[src/rtl/pps_pkg.sv]
// ----------------------------------------------------------------------------
// pps_pkg
// Shared types and constants of the preemptive priority scheduler: the
// input and result items, the per-slot record kept in the slot memory,
// the operation codes and the control states.
// ----------------------------------------------------------------------------
package pps_pkg;

  // Table geometry
  localparam int SLOTS  = 16;
  localparam int SLOT_W = $clog2(SLOTS);
  localparam int CNT_W  = $clog2(SLOTS + 1);
  localparam int CFG_W  = 5;

  // Field widths
  localparam int TIME_W = 24;
  localparam int DUR_W  = 16;
  localparam int PRI_W  = 8;

  localparam logic [TIME_W-1:0] TIME_MAX = '1;

  typedef enum logic {
    OP_LOAD = 1'b0,
    OP_TICK = 1'b1
  } op_e;

  typedef enum logic [1:0] {
    ST_IDLE,
    ST_SCAN,
    ST_UPDATE
  } state_e;

  typedef struct packed {
    op_e               operation;
    logic [3:0]        slot;
    logic [DUR_W-1:0]  arrival_time;
    logic [DUR_W-1:0]  burst_time;
    logic [PRI_W-1:0]  priority_req;
  } item_t;

  typedef struct packed {
    logic [TIME_W-1:0] current_time;
    logic              busy_res;
    logic [3:0]        running_slot;
    logic              finished;
    logic [TIME_W-1:0] completion_time;
    logic [TIME_W-1:0] turnaround_time;
    logic [TIME_W-1:0] waiting_time;
    logic              all_done;
  } res_t;

  // One slot as kept in the slot memory
  typedef struct packed {
    logic [DUR_W-1:0] arrival;
    logic [DUR_W-1:0] burst;
    logic [PRI_W-1:0] prio;
    logic [DUR_W-1:0] remaining;
  } rec_t;

  localparam int REC_W = $bits(rec_t);

endpackage

[src/rtl/pps_ram.sv]
// ----------------------------------------------------------------------------
// pps_ram
// Generic single-write, single-read synchronous RAM with registered read.
// ----------------------------------------------------------------------------
module pps_ram #(
  parameter int WIDTH = 8,
  parameter int DEPTH = 16
) (
  input  logic                     clk_i,
  input  logic                     we_i,
  input  logic [$clog2(DEPTH)-1:0] waddr_i,
  input  logic [WIDTH-1:0]         wdata_i,
  input  logic [$clog2(DEPTH)-1:0] raddr_i,
  output logic [WIDTH-1:0]         rdata_o
);

  logic [WIDTH-1:0] mem [DEPTH];

  // Write port and registered read port
  always_ff @(posedge clk_i) begin
    if (we_i) begin
      mem[waddr_i] <= wdata_i;
    end
    rdata_o <= mem[raddr_i];
  end

endmodule

[src/rtl/preemptive_priority_scheduler_core.sv]
// ----------------------------------------------------------------------------
// preemptive_priority_scheduler_core
// Slot table scheduler: loads write a slot record, ticks scan the slot
// memory for the best eligible slot and run it for one time unit.
//
//   channel   signals                          direction  handshake
//   item      start, busy, item_i              in         start && !busy
//   result    valid_o, res_o                   out        one-cycle strobe
//   config    cfg_valid_i, cfg_ready_o, data   in         valid && ready
//
// A load writes the record into the slot memory at the accept edge.
// A tick scans the slots in use, one memory read per slot through the single
// read port; after the last registered read returns, an update cycle writes
// back the chosen slot's remaining time.
// The result strobe follows the update cycle; a new item may start then.
// Reset clears time, done marks and the slot count; records are undefined
// until loaded. Results cannot be stalled.
// ----------------------------------------------------------------------------
module preemptive_priority_scheduler_core
  import pps_pkg::*;
(
  input  logic             clk_i,
  input  logic             rst_ni,
  input  logic             start,
  output logic             busy,
  input  item_t            item_i,
  output logic             valid_o,
  output res_t             res_o,
  input  logic             cfg_valid_i,
  output logic             cfg_ready_o,
  input  logic [CFG_W-1:0] cfg_data_i
);

  state_e state_q, state_d;

  logic [CFG_W-1:0]  count_q;
  logic [TIME_W-1:0] time_q;
  logic [SLOTS-1:0]  done_q;

  logic [CNT_W-1:0]  rd_idx_q, rd_idx_d;
  logic              pv_q;
  logic [SLOT_W-1:0] pidx_q;

  logic              found_q;
  logic [SLOT_W-1:0] best_idx_q;
  rec_t              best_q;

  logic              valid_q;
  res_t              res_q;

  logic [CNT_W-1:0]  n_use;
  logic [SLOTS-1:0]  in_use;
  logic              load_acc, tick_acc;

  logic              ram_we;
  logic [SLOT_W-1:0] ram_waddr, ram_raddr;
  rec_t              ram_wdata, ram_rdata;

  logic              elig, better;
  logic [TIME_W-1:0] time_next, tat, wt;
  logic [DUR_W-1:0]  rem_new;
  logic              fin;
  logic [SLOTS-1:0]  done_after;

  assign busy        = (state_q != ST_IDLE);
  assign cfg_ready_o = 1'b1;
  assign valid_o     = valid_q;
  assign res_o       = res_q;

  assign load_acc = start && !busy && (item_i.operation == OP_LOAD) &&
                    (32'(item_i.slot) < SLOTS);
  assign tick_acc = start && !busy && (item_i.operation == OP_TICK);

  // Slots in use, clamped to the table size
  assign n_use = (32'(count_q) > SLOTS) ? CNT_W'(SLOTS) : CNT_W'(count_q);

  always_comb begin
    for (int i = 0; i < SLOTS; i++) begin
      in_use[i] = (i < 32'(n_use));
    end
  end

  // Slot memory
  pps_ram #(
    .WIDTH (REC_W),
    .DEPTH (SLOTS)
  ) u_ram (
    .clk_i   (clk_i),
    .we_i    (ram_we),
    .waddr_i (ram_waddr),
    .wdata_i (ram_wdata),
    .raddr_i (ram_raddr),
    .rdata_o (ram_rdata)
  );

  assign ram_raddr = rd_idx_q[SLOT_W-1:0];

  // Eligibility and ranking of the slot read last cycle
  assign elig   = !done_q[pidx_q] &&
                  ({{(TIME_W-DUR_W){1'b0}}, ram_rdata.arrival} <= time_q);
  assign better = !found_q || (ram_rdata.prio < best_q.prio) ||
                  ((ram_rdata.prio == best_q.prio) &&
                   (ram_rdata.remaining < best_q.remaining));

  // Tick arithmetic for the chosen slot
  assign time_next = (time_q == TIME_MAX) ? time_q : time_q + TIME_W'(1);
  assign rem_new   = (best_q.remaining != '0) ? best_q.remaining - DUR_W'(1) : '0;
  assign fin       = found_q && (rem_new == '0);
  assign tat       = time_next - {{(TIME_W-DUR_W){1'b0}}, best_q.arrival};
  assign wt        = (tat > {{(TIME_W-DUR_W){1'b0}}, best_q.burst}) ?
                     tat - {{(TIME_W-DUR_W){1'b0}}, best_q.burst} : '0;

  always_comb begin
    done_after = done_q;
    if (fin) begin
      done_after[best_idx_q] = 1'b1;
    end
  end

  // Memory write: loads at accept, write-back in the update cycle
  always_comb begin
    ram_we    = 1'b0;
    ram_waddr = SLOT_W'(item_i.slot);
    ram_wdata = '{arrival:   item_i.arrival_time,
                  burst:     item_i.burst_time,
                  prio:      item_i.priority_req,
                  remaining: item_i.burst_time};
    if (load_acc) begin
      ram_we = 1'b1;
    end else if (state_q == ST_UPDATE && found_q) begin
      ram_we    = 1'b1;
      ram_waddr = best_idx_q;
      ram_wdata = best_q;
      ram_wdata.remaining = rem_new;
    end
  end

  // Next state and scan address
  always_comb begin
    state_d  = state_q;
    rd_idx_d = rd_idx_q;
    case (state_q)
      ST_IDLE: begin
        rd_idx_d = '0;
        if (tick_acc) begin
          state_d = ST_SCAN;
        end
      end
      ST_SCAN: begin
        if (rd_idx_q < n_use) begin
          rd_idx_d = rd_idx_q + CNT_W'(1);
        end else if (!pv_q) begin
          state_d = ST_UPDATE;
        end
      end
      ST_UPDATE: begin
        state_d = ST_IDLE;
      end
      default: begin
        state_d = ST_IDLE;
      end
    endcase
  end

  // Control registers
  always_ff @(posedge clk_i or negedge rst_ni) begin
    if (!rst_ni) begin
      state_q  <= ST_IDLE;
      rd_idx_q <= '0;
      pv_q     <= 1'b0;
      count_q  <= '0;
      time_q   <= '0;
      done_q   <= '0;
      found_q  <= 1'b0;
      valid_q  <= 1'b0;
    end else begin
      state_q  <= state_d;
      rd_idx_q <= rd_idx_d;
      pv_q     <= (state_q == ST_SCAN) && (rd_idx_q < n_use);
      valid_q  <= (state_q == ST_UPDATE);
      if (cfg_valid_i && cfg_ready_o) begin
        count_q <= cfg_data_i;
      end
      if (load_acc) begin
        done_q[SLOT_W'(item_i.slot)] <= 1'b0;
      end
      if (tick_acc) begin
        found_q <= 1'b0;
      end else if (pv_q && elig && better) begin
        found_q <= 1'b1;
      end
      if (state_q == ST_UPDATE) begin
        time_q <= time_next;
        done_q <= done_after;
      end
    end
  end

  // Payload registers
  always_ff @(posedge clk_i) begin
    if (state_q == ST_SCAN) begin
      pidx_q <= rd_idx_q[SLOT_W-1:0];
    end
    if (pv_q && elig && better) begin
      best_q     <= ram_rdata;
      best_idx_q <= pidx_q;
    end
    if (state_q == ST_UPDATE) begin
      res_q.current_time    <= time_next;
      res_q.busy_res        <= found_q;
      res_q.running_slot    <= found_q ? 4'(best_idx_q) : '0;
      res_q.finished        <= fin;
      res_q.completion_time <= fin ? time_next : '0;
      res_q.turnaround_time <= fin ? tat : '0;
      res_q.waiting_time    <= fin ? wt : '0;
      res_q.all_done        <= &(done_after | ~in_use);
    end
  end

`ifndef ASSERT_OFF
  // A result only follows an update cycle
  a_res_after_update: assert property (@(posedge clk_i) disable iff (!rst_ni)
    valid_o |-> $past(state_q == ST_UPDATE))
    else $error("result strobe without update cycle");

  // An idle tick never reports a completion
  a_idle_no_finish: assert property (@(posedge clk_i) disable iff (!rst_ni)
    (valid_o && !res_o.busy_res) |-> !res_o.finished)
    else $error("completion on idle tick");

  // A completion happens at the reported time
  a_finish_time: assert property (@(posedge clk_i) disable iff (!rst_ni)
    (valid_o && res_o.finished) |-> (res_o.completion_time == res_o.current_time))
    else $error("completion time mismatch");

  // An accepted tick keeps the block busy next cycle
  a_tick_busy: assert property (@(posedge clk_i) disable iff (!rst_ni)
    tick_acc |=> busy)
    else $error("tick accepted but block not busy");
`endif

endmodule
[config.mk]
export PLATFORM = sky130hd
export DESIGN_NAME = preemptive_priority_scheduler_core
export DESIGN_NICKNAME = d
export VERILOG_FILES = /design/src/rtl/pps_pkg.sv /design/src/rtl/pps_ram.sv /design/src/rtl/preemptive_priority_scheduler_core.sv
export SDC_FILE = /design/constraint.sdc
export NUM_CORES = 1
export LEC_CHECK = 0
export ABC_AREA = 1
export BUFFER_PORTS_ARGS = -buffer_cell sky130_fd_sc_hd__buf_2
export CAP_MARGIN = 20
export CORE_MARGIN = 2
export CORE_UTILIZATION = 40
export CTS_BUF_LIST = sky130_fd_sc_hd__clkbuf_2 sky130_fd_sc_hd__clkbuf_4 sky130_fd_sc_hd__clkbuf_8
export CTS_CLUSTER_SIZE = 40
export DETAILED_ROUTE_END_ITERATION = 10
export GPL_TIMING_DRIVEN = 0
export PLACE_DENSITY_LB_ADDON = 0.1
export SKIP_CTS_REPAIR_TIMING = 1
export SYNTH_ARGS = -nofsm -noshare
export SYNTH_HDL_FRONTEND = slang
export SYNTH_SLANG_ARGS = --single-unit
[constraint.sdc]
create_clock -name clk_i -period 7.1 [get_ports clk_i]
set_clock_uncertainty 0.05 [all_clocks]
set_input_delay 1.775 -clock clk_i [delete_from_list [all_inputs] [get_ports clk_i]]
set_output_delay 1.775 -clock clk_i [all_outputs]
set_load 0.01 [all_outputs]
==> flow_metrics.env <==
export IMPL_grt_pass1_wl_microns=227000
export IMPL_maxCapViolCount=0
export IMPL_async_reset_ff_share_pct=4.68
export IMPL_outcome="finished, final reports clean"
export IMPL_die_h_microns=354
export IMPL_clock_latency_ns=0.90
export IMPL_n_fill_cell=11200
export IMPL_cellPowerDensity_nw_per_um2=349
export IMPL_leakage_uw=0.0204
export IMPL_synth_top_area_share_pct=65.0
export IMPL_crit_type="flip-flop to flip-flop"
export IMPL_synth_most_common_cell="edfxtp_1"
export IMPL_cts_sinks=1174
export IMPL_firstDrtPassIters=6
export IMPL_holdCritStartpoint="u_ram.rdata_o[29]"
export IMPL_synth_flop_cell="edfxtp_1"
export IMPL_cts_tree="done"
export IMPL_finalHoldViolCount=0
export IMPL_grt_setup_unrepaired="no"
export IMPL_path_max_fanout=10
export IMPL_io_pins=160
export IMPL_tightest_slew_ns=1.20
export IMPL_io_buffers=157
export IMPL_timing_fmax_mhz=159
export IMPL_dpl_cell_area_sq_um=53400
export IMPL_peakVddDrop_mv=0.199
export IMPL_ys_warn_count=0
export IMPL_slew_headroom_pct=20.2
export IMPL_startpoint="time_q[0]"
export IMPL_final_cells=6234
export IMPL_nets=4570
export IMPL_synth_nets=4120
export IMPL_path_clk_slew_ns=0.06
export IMPL_post_route_cell_area_sq_um=57600
export IMPL_hold_path_class="flip-flop to flip-flop"
export IMPL_area_growth_pct=17.2
export IMPL_antenna_found_initial=6
export IMPL_synth_top_cell_by_area="edfxtp_1"
export IMPL_synth_distinct_cells=57
export IMPL_crit_path_end_kind="flip-flop"
export IMPL_required_ns=7.66
export IMPL_period_share_pct=88.7
export IMPL_cp_arrival_ns=6.86
export IMPL_num_rows=128
export IMPL_final_setup_viol_count=0
export IMPL_slowest_stage="dfrtp_1"
export IMPL_synthesis_instances=3986
export IMPL_avgSynthCellArea_sq_um=12.3
export IMPL_floorplan_initialDensity_pct=40.3
export IMPL_vias_per_cell=5.42
export IMPL_overflow=0
export IMPL_drv_slew=0
export IMPL_synth_area_top_cells="edfxtp_1, nor2_1, o21ai_0"
export IMPL_grt_max_degree=62
export IMPL_ys_ff_latch=1174
export IMPL_vias=33800
export IMPL_htree_levels=4
export IMPL_synth_common_cells="edfxtp_1, nor2_1, nand2_1, o21ai_0, inv_1"
export IMPL_gp_congestion=0.893
export IMPL_crit_path_max_incr_delay_ns=0.47
export IMPL_core_sq_um=122000
export IMPL_syn_area_sq_um=49100
export IMPL_die_area_sq_um=126000
export IMPL_final_antenna_net_count=0
export IMPL_synth_edff_count=1063
export IMPL_wl_per_cell_microns=25.3
export IMPL_startpoint_type="flip-flop"
export IMPL_grt_use_total_pct=24.8
export IMPL_wl_microns=158000
export IMPL_cts_buffers=198
export IMPL_drtIter0Drc=3133
export IMPL_place_inst=5861
export IMPL_r2r_start="time_q[0]"
export IMPL_crit_path_frequent_cell="nand2_1"
export IMPL_clock_root_buffer="clkbuf_8"
export IMPL_hpwl_microns=112000
export IMPL_drive_gt1_share_pct=15.2
export IMPL_clockBufferDepth=3
export IMPL_regArea_sq_um=34400
export IMPL_ys_seq_area_share_pct=70.1
export IMPL_grt_pass1_vias=33300
export IMPL_multi_input_area_sq_um=13100
export IMPL_die_w_microns=354
export IMPL_drc=0
export IMPL_finalCriticalPeriod_ns=6.30
-- cells by family after synthesis --
group,after synthesis,share of synthesized area (%)
buf+inv,435,3.47
compound gates,730,9.47
mux,93,1.90
flops,1174,70.1
simple gates,1423,12.1
other cells,1,0.00763
xor+xnor,50,0.891
fa+ha+maj,80,2.07
-- worst max-delay path, delay by kind of cell (launching register included) --
family          cells  cell delay (ns)
xor+xnor            2             0.72
flops               1             0.47
compound gates      7             1.26
fa+ha+maj           4             1.26
simple gates       13             1.35
buf+inv             6             0.90
-- area by class of cell --
class / instances / share of cell area (%)
multi-input cells: 2377 / 22.8
diodes: 2 / 0.00869
inverters: 233 / 1.52
plain buffers: 202 / 1.45
flip-flops and latches: 1174 / 59.8
clock inverters: 58 / 0.763
repair buffers: 250 / 3.65
well taps: 1625 / 3.53
clock buffers: 313 / 6.46
-- flip-flops by register name (all words and copies together), names as in the netlist --
register	flops
valid_o	1
u_ram.rdata_o	56
time_q	24
res_o	103
u_ram.mem	896
state_q	2
count_q	5
done_q	16
best_idx_q	4
pidx_q	4
best_q	56
found_q	1
pv_q	1
rd_idx_q	5
-- stage by stage --
stage | hold slack [ns] | util, % | total power [uW] | setup slack, ns | TNS, ns
6_report | 0.345 | 47.2 | 20100 | 0.803 | 0
5_1_grt | 0.356 | 47.2 | 21000 | 0.126 | 0
3_3_place_gp | 0.338 | 42.6 | 13800 | -2.23 | -1933.67
2_1_floorplan | 0.336 | - | 11600 | 1.82 | 0
4_1_cts | 0.349 | 47.2 | 20200 | 0.755 | 0
3_5_place_dp | 0.339 | 43.8 | 13900 | 0.830 | 0
-- cell usage in the layout, fill, tap and decap left out, types with 23 or more instances in the layout --
master | netlist | final
clkbuf_4 | 0 | 95
buf_4 | 3 | 46
nor2_1 | 672 | 656
inv_1 | 223 | 223
clkbuf_8 | 0 | 219
o221ai_1 | 93 | 93
nor2_2 | 33 | 33
o21ai_1 | 0 | 47
dfrtp_1 | 55 | 55
o211ai_1 | 23 | 23
nand4_1 | 36 | 36
o21ai_0 | 362 | 314
buf_12 | 2 | 32
ha_1 | 78 | 78
clkinv_1 | 3 | 30
dfxtp_1 | 56 | 56
clkbuf_1 | 176 | 174
xor2_1 | 38 | 38
nand3_1 | 172 | 172
edfxtp_1 | 1063 | 1063
mux2i_1 | 91 | 91
nand2_1 | 452 | 452
o32ai_1 | 133 | 133
buf_2 | 5 | 161
a21oi_1 | 81 | 80
-- metal layers --
layer	part of all wire (%)	track usage, %
met5	0	0
met4	4.2	10.7
met3	6.1	4.16
met2	48	41.1
met1	42	32.3
-- final timing paths --
check                        endpoint  slack [ns]  cells past startpoint
min                        best_q[29]        0.35                      0
max                         res_o[24]        0.80                     32
min in group asynchronous  done_q[11]        0.89                      1
max in group asynchronous  time_q[16]        5.54                      1
min reg2reg                best_q[29]        0.35                      0
max reg2reg                 res_o[24]        0.80                     32
-- where the power goes --
part | internal (uW) | switching [uW]
clock | 3540 | 2780
sequential | 8260 | 217
combinational | 1520 | 3800
total | 13300 | 6790
Note: power is estimated with default switching activity, not from simulation.
